===== config.mk =====
export PLATFORM = sky130hd
export DESIGN_NAME = calorimeter_layer_trigger_core
export DESIGN_NICKNAME = d
export VERILOG_FILES = /design/src/hdl/clt_pkg.sv /design/src/hdl/clt_tower_lane.sv /design/src/hdl/calorimeter_layer_trigger_core.sv
export SDC_FILE = /design/constraint.sdc
export NUM_CORES = 1
export LEC_CHECK = 0
export BUFFER_PORTS_ARGS = -buffer_cell sky130_fd_sc_hd__clkbuf_2
export CAP_MARGIN = 0
export CORE_MARGIN = 2
export CORE_UTILIZATION = 59
export DETAILED_ROUTE_END_ITERATION = 8
export HOLD_SLACK_MARGIN = 0.15
export PLACE_DENSITY = 0.9
export SLEW_MARGIN = 20
export SYNTH_ARGS = -nofsm -noshare
export SYNTH_HDL_FRONTEND = slang
export SYNTH_SLANG_ARGS = --single-unit

===== constraint.sdc =====
create_clock -name clk_i -period 5.9 [get_ports clk_i]
set_input_delay 0.59 -clock clk_i [delete_from_list [all_inputs] [get_ports clk_i]]
set_output_delay 0.59 -clock clk_i [all_outputs]
set_load 0.01 [all_outputs]

===== src/hdl/clt_pkg.sv =====
// ----------------------------------------------------------------------------
// clt_pkg: shared types and constants of the calorimeter layer trigger
// Register indexes, reset values, field widths and the tower lane structs.
// ----------------------------------------------------------------------------
package clt_pkg;

  // Field widths fixed by the stream format
  localparam int unsigned EnergyW = 24;
  localparam int unsigned PlateW  = 4;
  localparam int unsigned TowerW  = 1;
  localparam int unsigned LimitW  = 5;
  localparam int unsigned NeedW   = 2;
  localparam int unsigned CountW  = 6;
  localparam int unsigned AddrW   = 3;

  // Configuration register indexes
  typedef enum logic [AddrW-1:0] {
    RegShowerThr  = 3'd0,
    RegHighEmThr  = 3'd1,
    RegHighEmPl   = 3'd2,
    RegPi0Limit   = 3'd3,
    RegHitsNeeded = 3'd4,
    RegPi0Towers  = 3'd5
  } reg_idx_e;

  // Register reset values
  localparam logic [EnergyW-1:0] ShowerThrRst  = 24'd45000;
  localparam logic [EnergyW-1:0] HighEmThrRst  = 24'd500000;
  localparam logic [PlateW-1:0]  HighEmPlRst   = 4'd4;
  localparam logic [LimitW-1:0]  Pi0LimitRst   = 5'd7;
  localparam logic [LimitW-1:0]  HitsNeededRst = 5'd3;
  localparam logic [NeedW-1:0]   Pi0TowersRst  = 2'd2;

  // Saturation bounds of the up/down count
  localparam logic signed [CountW-1:0] CountMax = 6'sd31;
  localparam logic signed [CountW-1:0] CountMin = -6'sd32;

  // Lane configuration
  typedef struct packed {
    logic [LimitW-1:0] hits_needed;
    logic [LimitW-1:0] pi0_plate_limit;
  } lane_cfg_t;

  // Per-sample control broadcast to every lane
  typedef struct packed {
    logic              clear;   // last word of the event processed
    logic [PlateW-1:0] plate;
    logic              hit;     // energy above the shower threshold
  } lane_ctl_t;

  // Lane status back to the event logic
  typedef struct packed {
    logic reached;  // count reached hits_needed on this word
    logic fired;    // tower fired early, including this word
  } lane_sts_t;

endpackage


===== src/hdl/clt_tower_lane.sv =====
// ----------------------------------------------------------------------------
// clt_tower_lane: per-tower up/down hit count
// Saturating signed count, restarted at plate 0, and the early-fire flag.
// ----------------------------------------------------------------------------
module clt_tower_lane (
  input  logic               clk_i,
  input  logic               rst_ni,
  input  logic               upd_i,
  input  clt_pkg::lane_ctl_t ctl_i,
  input  clt_pkg::lane_cfg_t cfg_i,
  output clt_pkg::lane_sts_t sts_o
);

  logic signed [clt_pkg::CountW-1:0] count_q, count_d, base;
  logic                              fired_q, fired_d;
  logic                              reach;

  always_comb begin
    base = (ctl_i.plate == '0) ? '0 : count_q;
    if (ctl_i.hit) begin
      count_d = (base != clt_pkg::CountMax) ? base + 6'sd1 : base;
    end else begin
      count_d = (base != clt_pkg::CountMin) ? base - 6'sd1 : base;
    end
    reach = upd_i &&
            (count_d >= $signed({1'b0, cfg_i.hits_needed}));
    fired_d = fired_q ||
              (reach && ({1'b0, ctl_i.plate} < cfg_i.pi0_plate_limit));
  end

  assign sts_o.reached = reach;
  assign sts_o.fired   = fired_d;

  always_ff @(posedge clk_i or negedge rst_ni) begin
    if (!rst_ni) begin
      count_q <= '0;
      fired_q <= 1'b0;
    end else if (ctl_i.clear) begin
      count_q <= '0;
      fired_q <= 1'b0;
    end else if (upd_i) begin
      count_q <= count_d;
      fired_q <= fired_d;
    end
  end

endmodule


===== src/hdl/calorimeter_layer_trigger_core.sv =====
// ----------------------------------------------------------------------------
// calorimeter_layer_trigger_core: shower, pi0 and high-EM event trigger
// Path: the accepted last word passes the input register, then the result register.
// Throughput: one word per cycle while the result register is free for a last word;
//   the count update is combinational from the input register to the per-tower count registers.
// Reset: asynchronous active low; clears event state, valid flags and loads
//   the register defaults. No clearing pass.
// ----------------------------------------------------------------------------
module calorimeter_layer_trigger_core #(
  parameter int unsigned TOWERS = 2,
  parameter int unsigned PLATES = 16
) (
  input  logic                        clk_i,
  input  logic                        rst_ni,
  // Configuration write port
  input  logic                        cfg_we_i,
  input  logic [clt_pkg::AddrW-1:0]   cfg_addr_i,
  input  logic [clt_pkg::EnergyW-1:0] cfg_wdata_i,
  // Sample stream
  input  logic                        s_axis_tvalid,
  output logic                        s_axis_tready,
  input  logic [31:0]                 s_axis_tdata,  // tower, plate[3:0], energy_kev[23:0]
  input  logic                        s_axis_tlast,
  // Trigger result stream
  output logic                        m_axis_tvalid,
  input  logic                        m_axis_tready,
  output logic [7:0]                  m_axis_tdata   // shower, pi0, high_em, accepted, pad
);

  localparam int unsigned CntW = $clog2(TOWERS + 1);
  localparam int unsigned CmpW = (CntW > clt_pkg::NeedW) ? CntW : clt_pkg::NeedW;

  // Configuration registers
  logic [clt_pkg::EnergyW-1:0] shower_thr_q, high_em_thr_q;
  logic [clt_pkg::PlateW-1:0]  high_em_plate_q;
  logic [clt_pkg::LimitW-1:0]  pi0_limit_q, hits_needed_q;
  logic [clt_pkg::NeedW-1:0]   pi0_towers_q;

  always_ff @(posedge clk_i or negedge rst_ni) begin
    if (!rst_ni) begin
      shower_thr_q    <= clt_pkg::ShowerThrRst;
      high_em_thr_q   <= clt_pkg::HighEmThrRst;
      high_em_plate_q <= clt_pkg::HighEmPlRst;
      pi0_limit_q     <= clt_pkg::Pi0LimitRst;
      hits_needed_q   <= clt_pkg::HitsNeededRst;
      pi0_towers_q    <= clt_pkg::Pi0TowersRst;
    end else if (cfg_we_i) begin
      unique case (clt_pkg::reg_idx_e'(cfg_addr_i))
        clt_pkg::RegShowerThr:  shower_thr_q    <= cfg_wdata_i;
        clt_pkg::RegHighEmThr:  high_em_thr_q   <= cfg_wdata_i;
        clt_pkg::RegHighEmPl:   high_em_plate_q <= cfg_wdata_i[clt_pkg::PlateW-1:0];
        clt_pkg::RegPi0Limit:   pi0_limit_q     <= cfg_wdata_i[clt_pkg::LimitW-1:0];
        clt_pkg::RegHitsNeeded: hits_needed_q   <= cfg_wdata_i[clt_pkg::LimitW-1:0];
        clt_pkg::RegPi0Towers:  pi0_towers_q    <= cfg_wdata_i[clt_pkg::NeedW-1:0];
        default: ;  // unmapped index: drop the write
      endcase
    end
  end

  // Input register: hold one word between the stream and the count update
  logic                        in_vld_q;
  logic [clt_pkg::TowerW-1:0]  tower_q;
  logic [clt_pkg::PlateW-1:0]  plate_q;
  logic [clt_pkg::EnergyW-1:0] energy_q;
  logic                        last_q;

  logic out_free, go;

  // A last word needs a free result register; others always advance
  assign out_free      = !m_axis_tvalid || m_axis_tready;
  assign go            = in_vld_q && (!last_q || out_free);
  assign s_axis_tready = !in_vld_q || go;

  always_ff @(posedge clk_i or negedge rst_ni) begin
    if (!rst_ni) begin
      in_vld_q <= 1'b0;
    end else if (s_axis_tready) begin
      in_vld_q <= s_axis_tvalid;
    end
  end

  always_ff @(posedge clk_i) begin
    if (s_axis_tready && s_axis_tvalid) begin
      tower_q  <= s_axis_tdata[0];
      plate_q  <= s_axis_tdata[4:1];
      energy_q <= s_axis_tdata[28:5];
      last_q   <= s_axis_tlast;
    end
  end

  // Sample checks; out-of-range tower or plate is not counted, may still end the event
  logic in_range, sample_ok;
  assign in_range  = (32'(tower_q) < TOWERS) && (32'(plate_q) < PLATES);
  assign sample_ok = go && in_range;

  clt_pkg::lane_ctl_t lane_ctl;
  clt_pkg::lane_cfg_t lane_cfg;
  clt_pkg::lane_sts_t lane_sts [TOWERS];

  assign lane_ctl.clear = go && last_q;
  assign lane_ctl.plate = plate_q;
  assign lane_ctl.hit   = energy_q > shower_thr_q;
  assign lane_cfg.hits_needed     = hits_needed_q;
  assign lane_cfg.pi0_plate_limit = pi0_limit_q;

  for (genvar t = 0; t < TOWERS; t++) begin : g_lane
    logic upd;
    assign upd = sample_ok && (32'(tower_q) == t);
    clt_tower_lane u_lane (
      .clk_i  (clk_i),
      .rst_ni (rst_ni),
      .upd_i  (upd),
      .ctl_i  (lane_ctl),
      .cfg_i  (lane_cfg),
      .sts_o  (lane_sts[t])
    );
  end

  // Event flags, including the contribution of the current word
  logic            shower_seen_q, high_em_seen_q;
  logic            shower_now, high_em_now, pi0_now;
  logic [CntW-1:0] fired_cnt;

  always_comb begin
    shower_now = shower_seen_q;
    fired_cnt  = '0;
    for (int t = 0; t < TOWERS; t++) begin
      shower_now = shower_now || lane_sts[t].reached;
      fired_cnt  = fired_cnt + CntW'(lane_sts[t].fired);
    end
    high_em_now = high_em_seen_q ||
                  (sample_ok && (plate_q == high_em_plate_q) &&
                   (energy_q > high_em_thr_q));
    pi0_now = (CmpW'(fired_cnt) == CmpW'(pi0_towers_q));
  end

  always_ff @(posedge clk_i or negedge rst_ni) begin
    if (!rst_ni) begin
      shower_seen_q  <= 1'b0;
      high_em_seen_q <= 1'b0;
    end else if (lane_ctl.clear) begin
      shower_seen_q  <= 1'b0;
      high_em_seen_q <= 1'b0;
    end else if (go) begin
      shower_seen_q  <= shower_now;
      high_em_seen_q <= high_em_now;
    end
  end

  // Result register: load on the last word, hold until taken
  logic       out_vld_q;
  logic [3:0] res_q;

  always_ff @(posedge clk_i or negedge rst_ni) begin
    if (!rst_ni) begin
      out_vld_q <= 1'b0;
    end else if (out_free) begin
      out_vld_q <= lane_ctl.clear;
    end
  end

  always_ff @(posedge clk_i) begin
    if (lane_ctl.clear) begin
      res_q <= {shower_now || pi0_now || high_em_now, high_em_now, pi0_now, shower_now};
    end
  end

  assign m_axis_tvalid = out_vld_q;
  assign m_axis_tdata  = {4'b0000, res_q};

endmodule


======== Yosys cells after proc, flatten, opt, wreduce, memory -nomap -nowiden ========
Cells that the tools add are included.
word-level totals
  register bits after elaboration ......... 116
  bits of input ports ..................... 65
  output and inout port bits .............. 10
operators by class
  $add $sub $neg .......................... 5
  order comparisons ....................... 5
  equal/unequal tests ..................... 11
  muxes and demuxes ....................... 20
  bitwise logic cells ..................... 1
  reduce and logical (&&, ||, !) cells .... 35
operators by type and width
  kind                                              count
  two-way mux 6 bit                                 12
  greater-than comparator 24 bit                    2
  inequality test 6 bit, second input constant      4
  adder 6 x 2 -> 6 bit, second input constant       2
  greater-or-equal comparator 6 bit                 2
  AND reduction 2 bit                               6
  subtractor 6 x 2 -> 6 bit, second input constant  2
  logical AND 1 bit                                 11
  logical OR 1 bit                                  10
  two-way mux 1 bit                                 8
  == test 3 x 2 -> 1 bit, second input constant     2
  == test 3 bit, second input constant              2
  nonzero test 2 bit                                3
  < comparator 4 x 5 -> 1 bit                       1
  == test 4 bit                                     1
  logical NOT 4 bit                                 1
  == test 3 x 1 -> 1 bit, second input constant     1
  logical NOT 1 bit                                 3
  logical NOT 3 bit                                 1
  adder 1 x 1 -> 2 bit                              1
  == test 2 bit                                     1
  NOT 1 bit                                         1

======== Longest topological paths before layout ========
Gate-level depths: netlist of the first run.
  depth in word-level cells ............... 13
  depth in mapped cells ................... 24
  gate-level depth less buffers ........... 22

======== By module ========
From an unflattened synthesis of the first run, not the netlist that was laid out.
unflattened totals
  cell total of the unflattened synthesis .. 690
  area total of the unflattened synthesis .. 6842.8 um^2
modules (own cells, without submodules)
  module                          instances  cells each  area each (um^2)  seq. area each (um^2)
  calorimeter_layer_trigger_core  1          436         4921.0            2751.4
  clt_tower_lane                  2          127         960.9             175.2

======== Worst setup path after synthesis of the first run ========
No wires, ideal clock.
  path kind ............................... reg2reg
  start ................................... register plate_q[2] (netlist bit)
  end ..................................... register res_q[3], data pin
  setup time .............................. 0.267 ns
  arrival time ............................ 4.142 ns
  setup slack ............................. 1.491 ns
  cell stages (with the launch flop) ...... 25
  path buffers ............................ 2
  clock period less this slack ............ 4.409 ns
  path through ............................ edfxtp_1 > or4_1 > clkbuf_1 > clkbuf_1 > nand2_1 > inv_1 > ha_1 > nand3_1 > nor3_1 > nor2_1 > a21oi_1 > mux2_2 > ha_1 > nand2_1 > o21ai_0 > a21oi_1 > nor2b_1 > o21ai_0 > a311o_1 > o21bai_1 > ha_1 > xor2_1 > nor2_1 > nor2_1 > nand4_1
between the ends
  longest elaborated chain between the ends .. 13
  elaborated cells between the ends (all ways) .. 36
  those cells by class .................... add/sub: 5; order compare: 3; eq/ne: 6; mux: 8; reduce/logical: 14
RTL lines
  what                                                     RTL line                                    source
  start: declaration                                       calorimeter_layer_trigger_core.sv:63        logic [clt_pkg::PlateW-1:0] plate_q;
  start signal: assignment                                 calorimeter_layer_trigger_core.sv:85        plate_q <= s_axis_tdata[4:1];
  logical NOT 4 bit                                        clt_tower_lane.sv:19                        base = (ctl_i.plate == '0) ? '0 : count_q;
  two-way mux 6 bit                                        clt_tower_lane.sv:19
  subtractor 6 x 2 -> 6 bit, or another cell as far along  clt_tower_lane.sv:23                        count_d = (base != clt_pkg::CountMin) ? base - 6'sd1 : base;
  two-way mux 6 bit (on tied branches)                     clt_tower_lane.sv:23, clt_tower_lane.sv:21
  two-way mux 6 bit                                        clt_tower_lane.sv:20                        if (ctl_i.hit) begin
  greater-or-equal comparator 6 bit                        clt_tower_lane.sv:26                        (count_d >= $signed({1'b0, cfg_i.hits_needed}));
  logical AND 1 bit                                        clt_tower_lane.sv:25                        reach = upd_i &&
  logical AND 1 bit                                        clt_tower_lane.sv:28                        (reach && ({1'b0, ctl_i.plate} < cfg_i.pi0_plate_limit));
  logical OR 1 bit                                         clt_tower_lane.sv:27                        fired_d = fired_q ||
  adder 1 x 1 -> 2 bit *                                   calorimeter_layer_trigger_core.sv:129       fired_cnt = fired_cnt + CntW'(lane_sts[t].fired);
  == test 2 bit *                                          calorimeter_layer_trigger_core.sv:134       pi0_now = (CmpW'(fired_cnt) == CmpW'(pi0_towers_q));
  net pi0_now                                              calorimeter_layer_trigger_core.sv:121       logic shower_now, high_em_now, pi0_now;
  logical OR 1 bit * (2 in a row)                          calorimeter_layer_trigger_core.sv:164       res_q <= {shower_now || pi0_now || high_em_now, high_em_now, pi0_now, shower_now};
  end signal: assignment                                   calorimeter_layer_trigger_core.sv:164
  end: declaration                                         calorimeter_layer_trigger_core.sv:152       logic [3:0] res_q;
Mark *: on every way through the listed nets, which the timed path passes. The rest lies on a longest branch.
A chain may end at the register's enable or synchronous reset.

======== Worst setup path after layout of the first run ========
  start ................................... register shower_thr_q[3] (netlist bit)
  end ..................................... register res_q[3], data pin
between the ends
  longest elaborated chain between the ends .. 10
  elaborated cells between the ends (all ways) .. 17
  those cells by class .................... add/sub: 1; order compare: 3; eq/ne: 1; mux: 2; reduce/logical: 10
RTL lines
  what                               RTL line                               source
  start: declaration                 calorimeter_layer_trigger_core.sv:34   logic [clt_pkg::EnergyW-1:0] shower_thr_q, high_em_thr_q;
  start signal: assignment           calorimeter_layer_trigger_core.sv:41   shower_thr_q <= clt_pkg::ShowerThrRst;
  start signal: assignment           calorimeter_layer_trigger_core.sv:49   clt_pkg::RegShowerThr: shower_thr_q <= cfg_wdata_i;
  greater-than comparator 24 bit *   calorimeter_layer_trigger_core.sv:102  assign lane_ctl.hit = energy_q > shower_thr_q;
  two-way mux 6 bit                  clt_tower_lane.sv:20
  greater-or-equal comparator 6 bit  clt_tower_lane.sv:26
  logical AND 1 bit                  clt_tower_lane.sv:25
  logical AND 1 bit                  clt_tower_lane.sv:28
  logical OR 1 bit                   clt_tower_lane.sv:27
  adder 1 x 1 -> 2 bit *             calorimeter_layer_trigger_core.sv:129
  == test 2 bit *                    calorimeter_layer_trigger_core.sv:134
  net pi0_now                        calorimeter_layer_trigger_core.sv:121
  logical OR 1 bit * (2 in a row)    calorimeter_layer_trigger_core.sv:164
Marked as above.

==> results of run 1 <==
==> stage by stage <==
| stage | cell area [µm²] | std cells | util [%] | hold slack (ns) | worst slack (ns) |
|---|---|---|---|---|---|
| global placement | 7100 | 854 | 64.9 | 0.462 | 1.03 |
| detailed placement | 7100 | 854 | 64.9 | 0.478 | 0.831 |
| global route | 7730 | 886 | 70.7 | 0.271 | 0.320 |
| finish | 7730 | 886 | 70.7 | 0.217 | 0.656 |
| CTS | 7730 | 886 | 70.7 | 0.332 | 0.760 |
| floorplan | 6660 | 669 | - | 0.294 | 1.49 |
==> power breakdown <==
group	switching, W	internal (W)
logic	0.000523	0.000375
registers	0.000102	0.00101
clock network	0.000362	0.000752
total	0.000986	0.00213
==> sequential cells by signal, summed over array words and instances (netlist names), 2 cells and up <==
name,flops
energy_q,24
g_lane.u_lane.count_q,12
g_lane.u_lane.fired_q,2
high_em_plate_q,4
high_em_thr_q,24
hits_needed_q,5
pi0_limit_q,5
pi0_towers_q,2
plate_q,4
res_q,4
shower_thr_q,24
==> cell usage after synthesis, types with 4 or more instances <==
cell / instances / area share, %
o21a_1: 4 / 0.45
a31oi_1: 6 / 0.56
edfxtp_1: 34 / 15
mux2_2: 16 / 2.7
a21o_1: 8 / 0.90
o211ai_1: 4 / 0.45
nand2_1: 91 / 5.1
xor2_1: 8 / 1.1
o21ai_0: 76 / 5.7
clkbuf_1: 19 / 1.1
a21oi_1: 31 / 2.3
nand4b_1: 4 / 0.53
nand4_1: 12 / 1.1
nand2b_1: 6 / 0.56
buf_4: 5 / 0.56
mux2i_1: 8 / 1.2
xnor2_1: 5 / 0.66
a22o_1: 5 / 0.66
inv_1: 65 / 3.7
dfrtp_1: 59 / 22
nand3_1: 11 / 0.83
nor2_1: 24 / 1.4
dfstp_2: 23 / 9.1
ha_1: 68 / 13
nor3_1: 12 / 0.90
==> cells by family (layout without fill, tap and decap cells) <==
| group | count (synthesis) | count (layout) | synth area share [%] |
|---|---|---|---|
| AO/OA/AOI/OAI | 161 | 161 | 14.7 |
| XOR/XNOR | 13 | 13 | 1.71 |
| adder cells (fa/ha/maj) | 68 | 68 | 12.8 |
| buffers and inverters | 90 | 167 | 5.48 |
| flip-flops | 116 | 116 | 46.7 |
| multiplexers | 27 | 27 | 4.48 |
| other | 1 | 4 | 0.0564 |
| AND/OR/NAND/NOR | 190 | 190 | 14.1 |
==> how the worst max path moves through the flow <==
stage | to | start | slack, ns
final | res_q[3] | shower_thr_q[3] | 0.66
after global routing | res_q[3] | shower_thr_q[6] | 0.32
after CTS | res_q[3] | shower_thr_q[11] | 0.76
after detailed placement | res_q[3] | shower_thr_q[11] | 0.83
after global placement | res_q[3] | shower_thr_q[15] | 1.03
after floorplan | res_q[3] | plate_q[2] | 1.49
==> layout make-up <==
type | instances | area, µm²
inverter | 65 | 244
sequential | 116 | 3100
clock inverter | 12 | 184
clock buffer | 20 | 447
tap | 140 | 175
timing repair buffer | 70 | 364
fill | 692 | 3200
multi-input combinational | 463 | 3220
==> per-layer routing <==
layer | share of wire [%] | up-vias
li1 | - | 2492
met1 | 39 | 2589
met2 | 48 | 321
met3 | 8.8 | 70
met4 | 4.2 | 0
met5 | 0 | -
==> results.cfg, run 1 <==
[outcome]
outcome = completed

[clock_network]
hold_buffers = 0
h-tree-depth = 4
clk_path_buf_depth = 2
cts_root_buf = clkbuf_16
numCtsBuffers = 17
cts_setup_buffers = 0
cts_resized = 0
cts_tree = yes
clk_pin_slew_ns = 0.06
numClockSinks = 116
clk-insertion-delay-late_ns = 0.42

[critical_path]
r2r_start = shower_thr_q[3]
critPathMaxStageDelay_ns = 0.52
crit_type = reg2reg
cp-end-kind = flip-flop
path_buf_inv = 1
crit_cells = 21
cp.required_ns = 6.05
crit_path_max_fanout = 13
cp_slowest_cell = dfstp_2
startpoint_type = flip-flop
r2r_end = res_q[3]
reg2reg_depth = 21
reg2reg_slack_ns = 0.66
critPathTopFamily = compound AO/OA/AOI/OAI gates
critPathArrivalTime_ns = 5.40
crit_chain = inv_1 -> ha_1 -> a21oi_1 -> nand2_1 -> o311ai_1 -> o211ai_2 -> nand2_2 -> mux2_2 -> ha_1 -> a21oi_1 -> o21ai_0 -> a21oi_1 -> nor2b_1 -> o21ai_0 -> a311o_1 -> o21bai_1 -> ha_1 -> xor2_1 -> nor2_1 -> nor2_1 -> nand4_1

[timing]
fin_setup_tns_ns = 0
maxSlewHeadroom_pct = 26.1
fmax_ghz = 0.191
hold_viol = 0
slew_violations = 0
tightest_slew_ns = 1.10
rsz0062_at_grt = no
worst_clock_skew_ns = 0.00945
setup_viol = 0
fin_crit_sh_pct = 88.9
post-route-min-period_ns = 5.24

[global_route]
gr-usage-met3_pct = 8.35
gr-max-usage-layer = met2
grt_usage_pct = 30.4
grt_pass1_vias = 5646
gr-usage-met1_pct = 38.1
grt_max_degree = 83
grt_pass1_wl_um = 27700
met2_usage_pct = 49.0
grt_overflow = 0
antenna_found_initial = 0

[route]
post_drt_wl_per_cell_um = 18.9
route.detailed.drc = 0
drt_iter0_drc = 503
via_per_inst = 6.18
vias = 5472
ant_nets = 0
postRouteWirelength_um = 16700
dr.pass1.iters = 5

[pwr]
p_leak_nw = 3.53
cellPowerDensity_nw_per_um2 = 404
ir_drop_uv = 375
power.total_w = 0.00312

[yosys]
post_synth.cell_area_avg_um2 = 9.98
syn_area_um2 = 6650
synth.distinct_cells = 65
yosys_warnings = 0
asyncSetResetFlopFracSynth_pct = 70.7
synth-main-ff-cell = dfrtp_1
synth-edff-count = 34
syn-instance-count = 666
ys_ff_latch = 116
yosysSeqAreaShare_pct = 46.7

[cells_and_area]
antenna_cells = 0
syn2layout_area_growth_pct = 16.3
layout_commonest_cell = nand2_1
drive_gt1_share_pct = 19.8
mostFrequentLayoutCells = 91 x nand2_1, 76 x o21ai_0, 68 x ha_1, 66 x clkbuf_2, 65 x inv_1
fin_nets = 866

[min_path]
min_path_type = in2async

[die]
die_w_um = 110
die_area_um2 = 12100
initial_core_util_pct = 60.8
core_um2 = 10900
die_y_um = 110
num_io_pins = 75
rows = 38

[job]
maxCapViolCount = 0

[placed_design]
place_congestion = 0.974
port-buffer-count = 67
dp_hpwl_um = 11200
Note: power is estimated with default switching activity, not from simulation.
==> run 2, diff against run 1 <==
Settings changed: PLACE_DENSITY 0.9 to 0.84, SLEW_MARGIN 20 to 40.
==> results.cfg, run 2 (synthesis gave the netlist of run 1 again) <==
[global_route]
grt_overflow = 0
grt_pass1_wl_um = 25600
antenna_found_initial = 0
grt_usage_pct = 28.0
grt_max_degree = 62
grt_pass1_vias = 5300

[critical_path]
crit_chain = or4_1 -> nand2_1 -> inv_1 -> ha_1 -> nand3_1 -> nor3_1 -> nor2_1 -> a21oi_1 -> mux2_2 -> ha_1 -> nand2_1 -> o21ai_0 -> a21oi_1 -> nor2b_1 -> o21ai_0 -> a311o_1 -> o21bai_1 -> ha_1 -> xor2_1 -> nor2_1 -> nor2_1 -> nand4_1
crit_start = plate_q[2]
r2r_start = plate_q[2]
r2r_end = res_q[3]
cp.required_ns = 6.05
cp_slowest_cell = or4_1
critPathMaxStageDelay_ns = 0.87
crit_type = reg2reg
startpoint_type = flip-flop
reg2reg_depth = 22
cp-end-kind = flip-flop
crit_path_max_fanout = 15
reg2reg_slack_ns = 0.69
critPathCapture = res_q[3]
critPathArrivalTime_ns = 5.36

[placed_design]
dpl-instance-area_um2 = 7110
place_congestion = 0.889
port-buffer-count = 67
dp_hpwl_um = 11100

[clock_network]
cts_root_buf = clkbuf_16
numClockSinks = 116
clk_path_buf_depth = 2
clk_pin_slew_ns = 0.05
cts_resized = 0
clk-insertion-delay-late_ns = 0.42
numCtsBuffers = 17
h-tree-depth = 4
cts_tree = yes

[timing]
tightest_slew_ns = 0.749
fmax_ghz = 0.192
fin_setup_tns_ns = 0
rsz0062_at_grt = no
setup_viol = 0
slew_violations = 0
worst_clock_skew_ns = 0.00813
maxSlewHeadroom_pct = 49.4
holdWs_ns = 0.346
hold_viol = 0
post-route-min-period_ns = 5.21
fin_crit_sh_pct = 88.2

[cells_and_area]
antenna_cells = 0
fin_area_um2 = 7730
fin_nets = 868
drive_gt1_share_pct = 20.3
mostFrequentLayoutCells = 91 x nand2_1, 76 x o21ai_0, 68 x ha_1, 66 x clkbuf_2, 65 x inv_1
syn2layout_area_growth_pct = 16.2
layout_commonest_cell = nand2_1
reg_top3 = energy_q: 24 flops, high_em_thr_q: 24 flops, shower_thr_q: 24 flops

[route]
vias = 5317
post_drt_wl_per_cell_um = 17.6
drt_iter0_drc = 337
via_per_inst = 5.99
dr.pass1.iters = 5
ant_nets = 0
postRouteWirelength_um = 15700
route.detailed.drc = 0

[die]
die_area_um2 = 12100
die_w_um = 110
rows = 38
initial_core_util_pct = 60.8
num_io_pins = 75
core_um2 = 10900
die_y_um = 110

[pwr]
cellPowerDensity_nw_per_um2 = 389
p_leak_nw = 3.53
ir_drop_uv = 299

[min_path]
min_path_type = in2reg

[job]
maxCapViolCount = 0

[outcome]
outcome = completed
## run 2: area by class of cell
class / count / area (µm²)
multi-input combinational: 463 / 3230
fill: 768 / 3210
sequential: 116 / 3100
clock buffer: 21 / 462
timing repair buffer: 72 / 382
inverter: 65 / 244
tap: 140 / 175
clock inverter: 11 / 133
## run 2: how the worst min path moves through the flow
stage | start | to | slack (ns) | cells past startpoint
global placement | g_lane[1].u_lane.fired_q | g_lane[1].u_lane.fired_q | 0.46 | 2
finish | s_axis_tdata[5] | energy_q[0] | 0.35 | 1
CTS | s_axis_tdata[1] | plate_q[0] | 0.34 | 1
floorplan | rst_ni | g_lane[0].u_lane.count_q[0] | 0.29 | 0
global route | s_axis_tdata[26] | energy_q[21] | 0.33 | 1
detailed placement | g_lane[1].u_lane.fired_q | g_lane[1].u_lane.fired_q | 0.47 | 2
## run 2: critical path, delay by kind of cell, from the launching register on
family,cells,cell delay [ns]
AOI/OAI and AO/OA,6,0.95
buffers and inverters,1,0.11
and+or+nand+nor,10,2.09
muxes,1,0.30
xor gates and xnor gates,1,0.19
DFF,1,0.48
adders and majority gates,3,0.81
## run 2: routing by layer
metal / GRT usage [%] / routed length (µm) / up-vias / share of wire (%)
li1: - / - / 2509 / -
met1: 36.9 / 6620 / 2574 / 42
met2: 44.7 / 7720 / 202 / 49
met3: 6.35 / 836 / 32 / 5.3
met4: 12.1 / 480 / 0 / 3.1
met5: 0 / 0 / - / 0
## run 2: timing repair
action                                 CTS  global route
endpoints found under the hold margin   17             0
setup buffers                            0             0
hold buffers                             1             0
## run 2: through the flow
step	worst slack (ns)	total power, W	std cells	util [%]
after floorplan	1.49	0.00172	669	-
after global placement	0.975	0.00189	855	65.0
after detailed placement	0.749	0.00196	855	65.0
after CTS	0.729	0.00301	888	70.6
after global routing	0.294	0.00318	888	70.7
final	0.694	0.00301	888	70.7
## run 2: report_power, final
group	internal [W]	switching, W	total (W)
registers	0.00101	0.0000989	0.00110
clock network	0.000682	0.000351	0.00103
logic	0.000370	0.000499	0.000868
